$ cat config.mk
export PLATFORM = sky130hd
export DESIGN_NAME = cocktail_shaker_sort_unit
export DESIGN_NICKNAME = d
export VERILOG_FILES = /design/src/rtl/core/css_pkg.sv /design/src/rtl/core/css_ram.sv /design/src/rtl/core/cocktail_shaker_sort_unit.sv
export SDC_FILE = /design/constraint.sdc
export NUM_CORES = 2
export LEC_CHECK = 0
export BUFFER_PORTS_ARGS = -buffer_cell sky130_fd_sc_hd__buf_2
export CORE_MARGIN = 8
export CORE_UTILIZATION = 50
export DETAILED_ROUTE_END_ITERATION = 8
export PLACE_DENSITY = 0.64
export SETUP_SLACK_MARGIN = 0.15
export SYNTH_ARGS = -nofsm -noshare
export SYNTH_HDL_FRONTEND = slang
export SYNTH_HIERARCHICAL = 1
export SYNTH_SLANG_ARGS = --single-unit
$ cat constraint.sdc
create_clock -name i_clk -period 6.2 [get_ports i_clk]
set_input_delay 0.31 -clock i_clk [delete_from_list [all_inputs] [get_ports i_clk]]
set_output_delay 0.31 -clock i_clk [all_outputs]
set_load 0.02 [all_outputs]
$ cat src/rtl/core/css_pkg.sv
package css_pkg;

    localparam int unsigned DEPTH_DEF      = 64;
    localparam int unsigned DATA_WIDTH_DEF = 32;
    localparam int unsigned FIELD_W        = 32;

    typedef struct packed {
        logic signed [FIELD_W-1:0] value;
        logic                      last;
    } t_in_item;

    typedef struct packed {
        logic signed [FIELD_W-1:0] sorted_value;
        logic                      final_res;
        logic                      dropped;
    } t_out_item;

endpackage

$ cat src/rtl/core/css_ram.sv
module css_ram #(
    parameter int unsigned WIDTH = 32,
    parameter int unsigned DEPTH = 64,
    localparam int unsigned AW   = (DEPTH > 1) ? $clog2(DEPTH) : 1
) (
    input  logic             i_clk,
    input  logic             i_we,
    input  logic [AW-1:0]    i_waddr,
    input  logic [WIDTH-1:0] i_wdata,
    input  logic [AW-1:0]    i_raddr,
    output logic [WIDTH-1:0] o_rdata
);

    logic [WIDTH-1:0] r_mem [DEPTH];
    logic [WIDTH-1:0] r_rdata;

    always_ff @(posedge i_clk) begin
        if (i_we) begin
            r_mem[i_waddr] <= i_wdata;
        end
        r_rdata <= r_mem[i_raddr];
    end

    assign o_rdata = r_rdata;

endmodule

$ cat src/rtl/core/cocktail_shaker_sort_unit.sv
// load: one input transaction per cycle; the batch closes on the transaction marked last
// sort: one compare-swap per cycle through the element ram
// unload: each output transaction is a ram read, then the output register; it holds under i_out_stall
// reset: synchronous active low, clears state, counters and output valid; ram is not cleared
module cocktail_shaker_sort_unit
    import css_pkg::*;
#(
    parameter int unsigned DEPTH      = DEPTH_DEF,
    parameter int unsigned DATA_WIDTH = DATA_WIDTH_DEF
) (
    input  logic      i_clk,
    input  logic      i_rst_n,
    // input channel
    input  logic      i_in_valid,
    output logic      o_in_stall,
    input  t_in_item  i_in,
    // output channel
    output logic      o_out_valid,
    input  logic      i_out_stall,
    output t_out_item o_out
);

    localparam int unsigned AW = (DEPTH > 1) ? $clog2(DEPTH) : 1;
    localparam int unsigned CW = $clog2(DEPTH + 1);
    localparam int unsigned KW = AW + 1;

    typedef enum logic [3:0] {
        S_LOAD,
        S_LR_FIRST,
        S_LR_CARRY,
        S_LR_CMP,
        S_LR_END,
        S_RL_FIRST,
        S_RL_CARRY,
        S_RL_CMP,
        S_RL_END,
        S_OUT_RD,
        S_OUT_LD,
        S_OUT_HOLD
    } t_state;

    // control state
    t_state          r_state,     n_state;
    logic [CW-1:0]   r_count,     n_count;
    logic            r_ovf,       n_ovf;
    logic [AW-1:0]   r_left,      n_left;
    logic [AW-1:0]   r_right,     n_right;
    logic [AW-1:0]   r_k,         n_k;
    logic [AW-1:0]   r_mark,      n_mark;
    logic            r_swp,       n_swp;
    logic            r_out_valid, n_out_valid;
    // payload
    logic [DATA_WIDTH-1:0] r_carry, n_carry;
    t_out_item             r_out,   n_out;

    // ram ports
    logic                  ram_we;
    logic [AW-1:0]         ram_waddr;
    logic [DATA_WIDTH-1:0] ram_wdata;
    logic [AW-1:0]         ram_raddr;
    logic [DATA_WIDTH-1:0] ram_rdata;

    logic                  has_room;
    logic [CW-1:0]         count_after;
    logic [DATA_WIDTH-1:0] in_word;
    logic                  last_k;

    css_ram #(
        .WIDTH (DATA_WIDTH),
        .DEPTH (DEPTH)
    ) u_store (
        .i_clk   (i_clk),
        .i_we    (ram_we),
        .i_waddr (ram_waddr),
        .i_wdata (ram_wdata),
        .i_raddr (ram_raddr),
        .o_rdata (ram_rdata)
    );

    // input word is the raw 32-bit pattern, truncated or zero extended
    assign in_word     = DATA_WIDTH'($unsigned(i_in.value));
    assign has_room    = (r_count < CW'(DEPTH));
    assign count_after = has_room ? (r_count + CW'(1)) : r_count;
    assign last_k      = ((KW'(r_k) + KW'(1)) == KW'(r_count));

    // input side only open while collecting a batch
    assign o_in_stall  = (r_state != S_LOAD);
    assign o_out_valid = r_out_valid;
    assign o_out       = r_out;

    always_comb begin
        n_state     = r_state;
        n_count     = r_count;
        n_ovf       = r_ovf;
        n_left      = r_left;
        n_right     = r_right;
        n_k         = r_k;
        n_mark      = r_mark;
        n_swp       = r_swp;
        n_out_valid = r_out_valid;
        n_carry     = r_carry;
        n_out       = r_out;
        ram_we      = 1'b0;
        ram_waddr   = r_k;
        ram_wdata   = r_carry;
        ram_raddr   = r_k;

        unique case (r_state)
            S_LOAD: begin
                if (i_in_valid) begin
                    if (has_room) begin
                        ram_we    = 1'b1;
                        ram_waddr = AW'(r_count);
                        ram_wdata = in_word;
                        n_count   = count_after;
                    end else begin
                        // beyond capacity: discard, flag the batch
                        n_ovf = 1'b1;
                    end
                    if (i_in.last) begin
                        n_left  = '0;
                        n_right = AW'(count_after - CW'(1));
                        n_state = S_LR_FIRST;
                    end
                end
            end

            // left to right: the larger value travels in r_carry
            S_LR_FIRST: begin
                ram_raddr = r_left;
                n_k       = r_left;
                if (r_left < r_right) begin
                    n_state = S_LR_CARRY;
                end else begin
                    n_k     = '0;
                    n_state = S_OUT_RD;
                end
            end
            S_LR_CARRY: begin
                n_carry   = ram_rdata;
                ram_raddr = r_k + AW'(1);
                n_swp     = 1'b0;
                n_mark    = r_right;
                n_state   = S_LR_CMP;
            end
            S_LR_CMP: begin
                // read ahead two slots, write back the one just passed
                ram_raddr = r_k + AW'(2);
                ram_we    = 1'b1;
                ram_waddr = r_k;
                if ($signed(r_carry) > $signed(ram_rdata)) begin
                    ram_wdata = ram_rdata;
                    n_swp     = 1'b1;
                    n_mark    = r_k;
                end else begin
                    // carried word settles here, the neighbor travels on
                    ram_wdata = r_carry;
                    n_carry   = ram_rdata;
                end
                if ((r_k + AW'(1)) == r_right) begin
                    n_state = S_LR_END;
                end else begin
                    n_k = r_k + AW'(1);
                end
            end
            S_LR_END: begin
                ram_we    = 1'b1;
                ram_waddr = r_right;
                ram_wdata = r_carry;
                if (r_swp) begin
                    n_right = r_mark;
                    n_state = S_RL_FIRST;
                end else begin
                    n_k     = '0;
                    n_state = S_OUT_RD;
                end
            end

            // right to left: the smaller value travels in r_carry
            S_RL_FIRST: begin
                ram_raddr = r_right;
                n_k       = r_right;
                if (r_right > r_left) begin
                    n_state = S_RL_CARRY;
                end else begin
                    n_k     = '0;
                    n_state = S_OUT_RD;
                end
            end
            S_RL_CARRY: begin
                n_carry   = ram_rdata;
                ram_raddr = r_k - AW'(1);
                n_swp     = 1'b0;
                n_mark    = r_left;
                n_state   = S_RL_CMP;
            end
            S_RL_CMP: begin
                ram_raddr = r_k - AW'(2);
                ram_we    = 1'b1;
                ram_waddr = r_k;
                if ($signed(ram_rdata) > $signed(r_carry)) begin
                    ram_wdata = ram_rdata;
                    n_swp     = 1'b1;
                    n_mark    = r_k;
                end else begin
                    ram_wdata = r_carry;
                    n_carry   = ram_rdata;
                end
                if ((r_k - AW'(1)) == r_left) begin
                    n_state = S_RL_END;
                end else begin
                    n_k = r_k - AW'(1);
                end
            end
            S_RL_END: begin
                ram_we    = 1'b1;
                ram_waddr = r_left;
                ram_wdata = r_carry;
                if (r_swp) begin
                    n_left  = r_mark;
                    n_state = S_LR_FIRST;
                end else begin
                    n_k     = '0;
                    n_state = S_OUT_RD;
                end
            end

            // unload in address order
            S_OUT_RD: begin
                ram_raddr = r_k;
                n_state   = S_OUT_LD;
            end
            S_OUT_LD: begin
                n_out.sorted_value = FIELD_W'(ram_rdata);
                n_out.final_res    = last_k;
                n_out.dropped      = r_ovf;
                n_out_valid        = 1'b1;
                n_state            = S_OUT_HOLD;
            end
            S_OUT_HOLD: begin
                // next address presented so the ram has it at the accepting edge
                ram_raddr = r_k + AW'(1);
                if (!i_out_stall) begin
                    n_out_valid = 1'b0;
                    if (r_out.final_res) begin
                        n_count = '0;
                        n_ovf   = 1'b0;
                        n_state = S_LOAD;
                    end else begin
                        n_k     = r_k + AW'(1);
                        n_state = S_OUT_LD;
                    end
                end
            end
            default: begin
                n_state = S_LOAD;
            end
        endcase
    end

    always_ff @(posedge i_clk) begin
        if (!i_rst_n) begin
            r_state     <= S_LOAD;
            r_count     <= '0;
            r_ovf       <= 1'b0;
            r_left      <= '0;
            r_right     <= '0;
            r_k         <= '0;
            r_mark      <= '0;
            r_swp       <= 1'b0;
            r_out_valid <= 1'b0;
        end else begin
            r_state     <= n_state;
            r_count     <= n_count;
            r_ovf       <= n_ovf;
            r_left      <= n_left;
            r_right     <= n_right;
            r_k         <= n_k;
            r_mark      <= n_mark;
            r_swp       <= n_swp;
            r_out_valid <= n_out_valid;
        end
        r_carry <= n_carry;
        r_out   <= n_out;
    end

endmodule

After elaboration in Yosys (flattened, before gate mapping)
Memory sizes are Yosys's and may differ from the RTL's. A register that Yosys moved wholly into a read port is not among the register bits.
Index checks and enable logic that the tools add are counted.
- logic and storage cells: 143
- memory bits (writable): 2048
- memories: 1
- register bits after elaboration: 104
- output and inout port bits: 36
- bits of input ports: 37
- memories (memory ; depth ; bits a word ; read ports ; clocked after memory_dff ; wr ports ; line ; source):
    u_store.r_mem ; 64 ; 32 ; 1 ; 1 ; 1 ; css_ram.sv:14 ; logic [WIDTH-1:0] r_mem [DEPTH];
- order comparisons: 5
- reductions and logical operators: 23
- equal/unequal tests: 32
- $add $sub $neg: 7
- multiplexer cells: 62
- operators by type and width (cell ; number):
    $mux W32 ; 6
    $pmux W32 S3 ; 2
    $mux W6 ; 16
    $pmux W6 S6 ; 2
    $gt A32 B32 Y1 ; 2
    $pmux W4 S12 ; 1
    $mux W4 ; 10
    $ne A2 B2 Y1 const B ; 18
    $mux W7 ; 5
    $pmux W6 S2 ; 2
    $pmux W6 S4 ; 1
    $pmux W6 S3 ; 1
    $eq A4 B3 Y1 const B ; 4
    $eq A4 B4 Y1 const B ; 4
    $reduce_and A5 Y1 ; 3
    $pmux W7 S2 ; 1
    $eq A6 B6 Y1 ; 2
    $sub A6 B1 Y6 const B ; 2
    $mux W1 ; 11
    $reduce_and A3 Y1 ; 3
    $eq A4 B2 Y1 const B ; 2
    $reduce_and A4 Y1 ; 2
    $reduce_bool A2 Y1 ; 4
    $reduce_bool A4 Y1 ; 2
    other kinds (19) ; 23

Longest topological paths before layout
- depth in word-level cells: 6
- mapped depth: 17
- depth with buffers taken out: 15

Cells and area by module
Netlist, hierarchy kept.
- modules (own cells, without submodules) (module ; instances ; cells an instance ; area an instance (um2)):
    css_ram ; 1 ; 3324 ; 78515.3
    cocktail_shaker_sort_unit ; 1 ; 748 ; 7209.4

Worst setup path before layout
OpenSTA, ideal clock, no wires.
- path kind: flip-flop to flip-flop
- from: reg r_state[3]
- to: mem u_store.r_mem[48][0], enable pin
- data arrival time: 4.309 ns
- buffers on the path: 4
- path slack: 1.431 ns
- stages on the path, launching flop included: 12
- required time: 5.739 ns
- clock period less this slack: 4.769 ns
- library setup time: 0.461 ns
- cell sequence: dfxtp_1 buf_2 buf_1 buf_1 nor3_1 a211o_1 nand2_1 nand2_1 clkbuf_1 nor2b_1 nand4b_1 nor3_1
- RTL lines (item ; line ; source):
    start: declaration ; cocktail_shaker_sort_unit.sv:43 ; t_state r_state, n_state;
    start signal: assignment ; cocktail_shaker_sort_unit.sv:273 ; r_state <= n_state;
    $eq A4 B4 Y1, or another cell as far along ; cocktail_shaker_sort_unit.sv:108 ; unique case (r_state)
    $pmux W6 S3 * ; cocktail_shaker_sort_unit.sv:108 ;
    named net ram_waddr[3] ; cocktail_shaker_sort_unit.sv:58 ; logic [AW-1:0] ram_waddr;
    end: declaration ; css_ram.sv:14 ;
The timed path passes the listed nets; every way through them passes the cells marked *.

Worst setup path in the final report
- from: reg r_state[1]
- to: reg u_store.r_rdata[4] (netlist: u_store/o_rdata[4]), read port of u_store.r_mem
- word-level cells in the longest chain between the ends: 3
- RTL lines (item ; line ; source):
    $eq A4 B4 Y1 / $eq A4 B2 Y1 (equally long branches) ; cocktail_shaker_sort_unit.sv:108 ;
    $reduce_or A2 Y1 (no line) ; n/a ;
    $pmux W6 S6 * ; cocktail_shaker_sort_unit.sv:108 ;
    named net ram_raddr[5] ; cocktail_shaker_sort_unit.sv:60 ; logic [AW-1:0] ram_raddr;
    end: declaration ; css_ram.sv:15 ; logic [WIDTH-1:0] r_rdata;
Marked as above.
A chain may end at the register's enable or synchronous reset.

==> summary.md <==
The cell at the root of the clock tree was sky130_fd_sc_hd__clkbuf_16. From bottom edge to top edge, the die measures 430 um. The average instance in the mapped netlist occupies 21.1 um^2.

The synthesized-area fraction occupied by ao, oa, aoi and oai cells came out at 0.0332. For the distinct cell type count of the synthesized netlist, the log shows 93. The run gives 0.391 mV as the worst IR drop on VDD. sky130_fd_sc_hd__edfxtp_1 takes more of the synthesized area than any other cell. The required time at the worst-slack endpoint is 6870 ps. The logs give 0 for the max-slew violation count and 6370 for the number of placed instances, taps included. STA classifies the critical path endpoint as a register.

For this run, design rule violations remaining after detail routing come to 0. By area, the combinational part of the netlist is dominated by multiplexers. The congestion estimate from routability-driven global placement came to 0.887. The run gives 10 as the number of antenna violations at the first check in global routing. The run gives 503 ps as the worst setup slack after placement. The remaining max-slew budget at the tightest pin is 0.190. Basic-gate share of the synthesized area counting and, or, nand and nor cells: 0.0269. The kind of cell with the highest combined delay on the critical path was compound AO/OA/AOI/OAI gates. I/O pin total: 73. The signal on the critical path passes through nand2_2 -> nor2_4 -> nand2_2 -> inv_2 -> ha_1 -> a21o_1 -> a21oi_1 -> xnor2_1 -> o31a_1 -> o32a_1 -> nand2b_1 -> o32ai_1 -> nor3_1. The floorplan step defined a die boundary enclosing 0.185 mm^2. Total of max-cap violations: 0. Critical path's slowest cell: sky130_fd_sc_hd__o32ai_1. The count of buffers added on input and output ports is 72.

The run gives 6520 ps as the arrival time at the worst endpoint. The xor/xnor share of the synthesized area is 0.00470. The number of synthesized flops with an enable pin is 2114, and the number of nets in the final layout is 4436. In this run the standard cell core region covers 0.171 mm^2.

Most common library cell in the layout ignoring fill and taps: sky130_fd_sc_hd__edfxtp_1. The part of the cycle the worst path needs works out to 0.944. For this run, the leading register cell type out of synthesis is sky130_fd_sc_hd__edfxtp_1. The floorplan has 152 rows.

The initial core utilization was 0.501. From synthesis to final layout, the design area changed by 13.6%. Summing all placed instances gives a cell area of 0.0906 mm^2. The proportion of register bits with asynchronous set or reset after synthesis came out at 0. After the first detailed-routing iteration, the DRC count stood at 5239. The Yosys step of the flow raised 6 warnings. Derived from the worst setup path, the maximum achievable clock frequency is 0.171 GHz. Once layout is complete, the cells apart from fillers number 6768. Summed over all layers, the global routing overflow is 0. The type of the most critical hold path is in2reg.

After detailed routing, the number of vias per cell comes to 6.46. Total routing usage reported by global routing: 0.244. Setup repair after global routing left no endpoint under its margin. After detailed routing, the total wire length is 229000 um.

The area share of the leading cell type in the synthesized netlist works out to 0.741. Sequential-to-total area share from yosys stat: 0.757. In this run the remaining antenna-violating nets after routing total 0. TritonCTS built the clock tree.

The largest buffer count on any clock path came out at 3. For this design the ratio of total power to cell area is 570 mW/mm^2. The number of clock sinks is 2184, and the transition time at the pin with the least slew margin is 1220 ps.

Buffers added to address setup during post-CTS repair amount to 0. For the final database, setup skew stands at 57.0 ps. The tightest hold path in the finished design has a slack of 82.3 ps. The number of failing setup endpoints in the final timing report is 0, and the share of cell area taken by muxes after synthesis is 0.156.

Clock latency on the worst-skew pair, taken at its later pin, is 860 ps. The run gives 6 as the number of detailed-routing iterations run before antenna repair. The largest single stage delay on the critical path is 1210 ps. The most numerous cell type found on the critical path is sky130_fd_sc_hd__nand2_2. The width of the die was 430 um.

The run finished with clean final reports. Entering global routing, the biggest net connects 65 pins. Clock-pin slew was measured on the worst setup and hold paths at 60 ps. The critical path start-end classification is reg2reg. The post-synthesis sequential element count was 2184; the final critical delay including setup and external delays was 5850 ps. For the via count of the first global-routing pass, the log shows 43.0k. Dividing the detail-routed wire length by the instance count gives 33.9 um. In this run the cell area of the synthesized design comes to 0.0857 mm^2. The adder-cell share of the synthesized area came out at 0.00680. In the post-synthesis netlist, the biggest area contributors are sky130_fd_sc_hd__edfxtp_1 (74%), sky130_fd_sc_hd__mux4_2 (14%), sky130_fd_sc_hd__dfxtp_1 (1.6%).

STA classifies the critical path startpoint as a register. For the half-perimeter wire length of the detailed placement result, the log shows 139000 um. The H-tree was split into 4 levels. Along the worst path, the maximum fanout reaches 16. The final worst setup slack is 346 ps. The logs give 43.7k for the via count and 324000 um for the wire length of the first global-routing pass.

Once layout is done, the placed cells without fillers occupy 0.0974 mm^2. The count of buffering cells on the critical path with inverters included is 1. Adding up every negative setup slack in the final design gives 0 ps. The logs give 212 for the number of CTS-inserted buffers and 0 for the final-report hold violation count. The cell count after synthesis is 4072, and the share of cells above drive strength 1 is 0.282. The number of nets handed over by synthesis was 4155.

The cell leakage power is 30.6 nW. Leaving out fill and tap cells, the most frequent cells in the layout are sky130_fd_sc_hd__edfxtp_1 (2114), sky130_fd_sc_hd__mux4_2 (544), sky130_fd_sc_hd__clkbuf_16 (212).
[Yosys cell counts (31+ instances only)]
cell / number
sky130_fd_sc_hd__clkbuf_1: 99
sky130_fd_sc_hd__nor2_1: 176
sky130_fd_sc_hd__ha_1: 45
sky130_fd_sc_hd__o22ai_1: 94
sky130_fd_sc_hd__inv_1: 44
sky130_fd_sc_hd__mux4_2: 544
sky130_fd_sc_hd__a21oi_1: 109
sky130_fd_sc_hd__dfxtp_1: 70
sky130_fd_sc_hd__edfxtp_1: 2114
sky130_fd_sc_hd__o221ai_1: 32
sky130_fd_sc_hd__nand2_1: 106
sky130_fd_sc_hd__o21ai_0: 31
sky130_fd_sc_hd__mux2i_1: 109
sky130_fd_sc_hd__buf_2: 65
sky130_fd_sc_hd__and3_1: 39
sky130_fd_sc_hd__a221o_1: 34
[worst register-to-register path: cells and delay by family, from the launching register on]
kind / cells / cell delay [ps]
AO/OA/AOI/OAI: 5 / 2660
AND/OR/NAND/NOR: 5 / 1620
flip-flops: 1 / 720
adder cells (fa/ha/maj): 1 / 300
buffers and inverters: 1 / 200
XOR/XNOR: 1 / 160
[per-stage QoR]
step | total power [mW] | util
after global placement | 43.3 | 0.530
after CTS | 55.8 | 0.569
after floorplan | 34.4 | -
final | 55.5 | 0.569
after detailed placement | 43.5 | 0.530
after global routing | 57.4 | 0.569
[flip-flops by register name, summed over array words and instances, names as in the netlist, 4 cells and up]
register / flops
o_out: 34
r_left: 6
u_store/o_rdata: 32
u_store/r_mem: 2048
r_count: 7
r_carry: 32
r_right: 6
r_mark: 6
r_state: 4
r_k: 6
[metal layers]
layer,GRT usage,up-vias,part of all wire
li1,-,17600,-
met2,0.385,2168,0.48
met5,0,-,0.00012
met3,0.0454,362,0.086
met4,0.0805,4,0.036
met1,0.346,23600,0.40
[report_power, final]
group	total (mW)	switching (mW)	internal (mW)
Combinational	22.7	13.8	8.86
Clock	12.4	5.53	6.88
Sequential	20.4	0.771	19.6
[worst paths after layout]
kind / start / end / slack (ps) / cells after the start
worst max-delay path: r_state[1] / u_store/o_rdata[4] / 350 / 13
worst min-delay path: i_in[0] / r_state[1] / 80 / 4
worst max register to register: r_state[1] / u_store/o_rdata[4] / 350 / 13
worst min register to register: r_mark[3] / r_mark[3] / 490 / 2
[area by class of cell]
type,instances,area (um^2)
Antenna cell,6,15.0
Clock buffer,278,5660
Clock inverter,112,1040
Fill cell,12400,73600
Inverter,45,169
Multi-Input combinational cell,1612,20100
Sequential cell,2184,64900
Tap cell,2233,2790
Timing Repair Buffer,298,2690
[kinds of logic after synthesis]
family / after synthesis
AOI/OAI and AO/OA: 404
xor gates and xnor gates: 38
adders and majority gates: 46
buffers and inverters: 276
DFF: 2184
muxes: 656
and+or+nand+nor: 468
[timing repair]
item	CTS	global route
hold buffers	2	0
endpoints found under the hold margin	3	0
gates resized for setup	0	1
setup endpoints to repair	0	1
No activity file was read; power rests on OpenSTA's default activity.
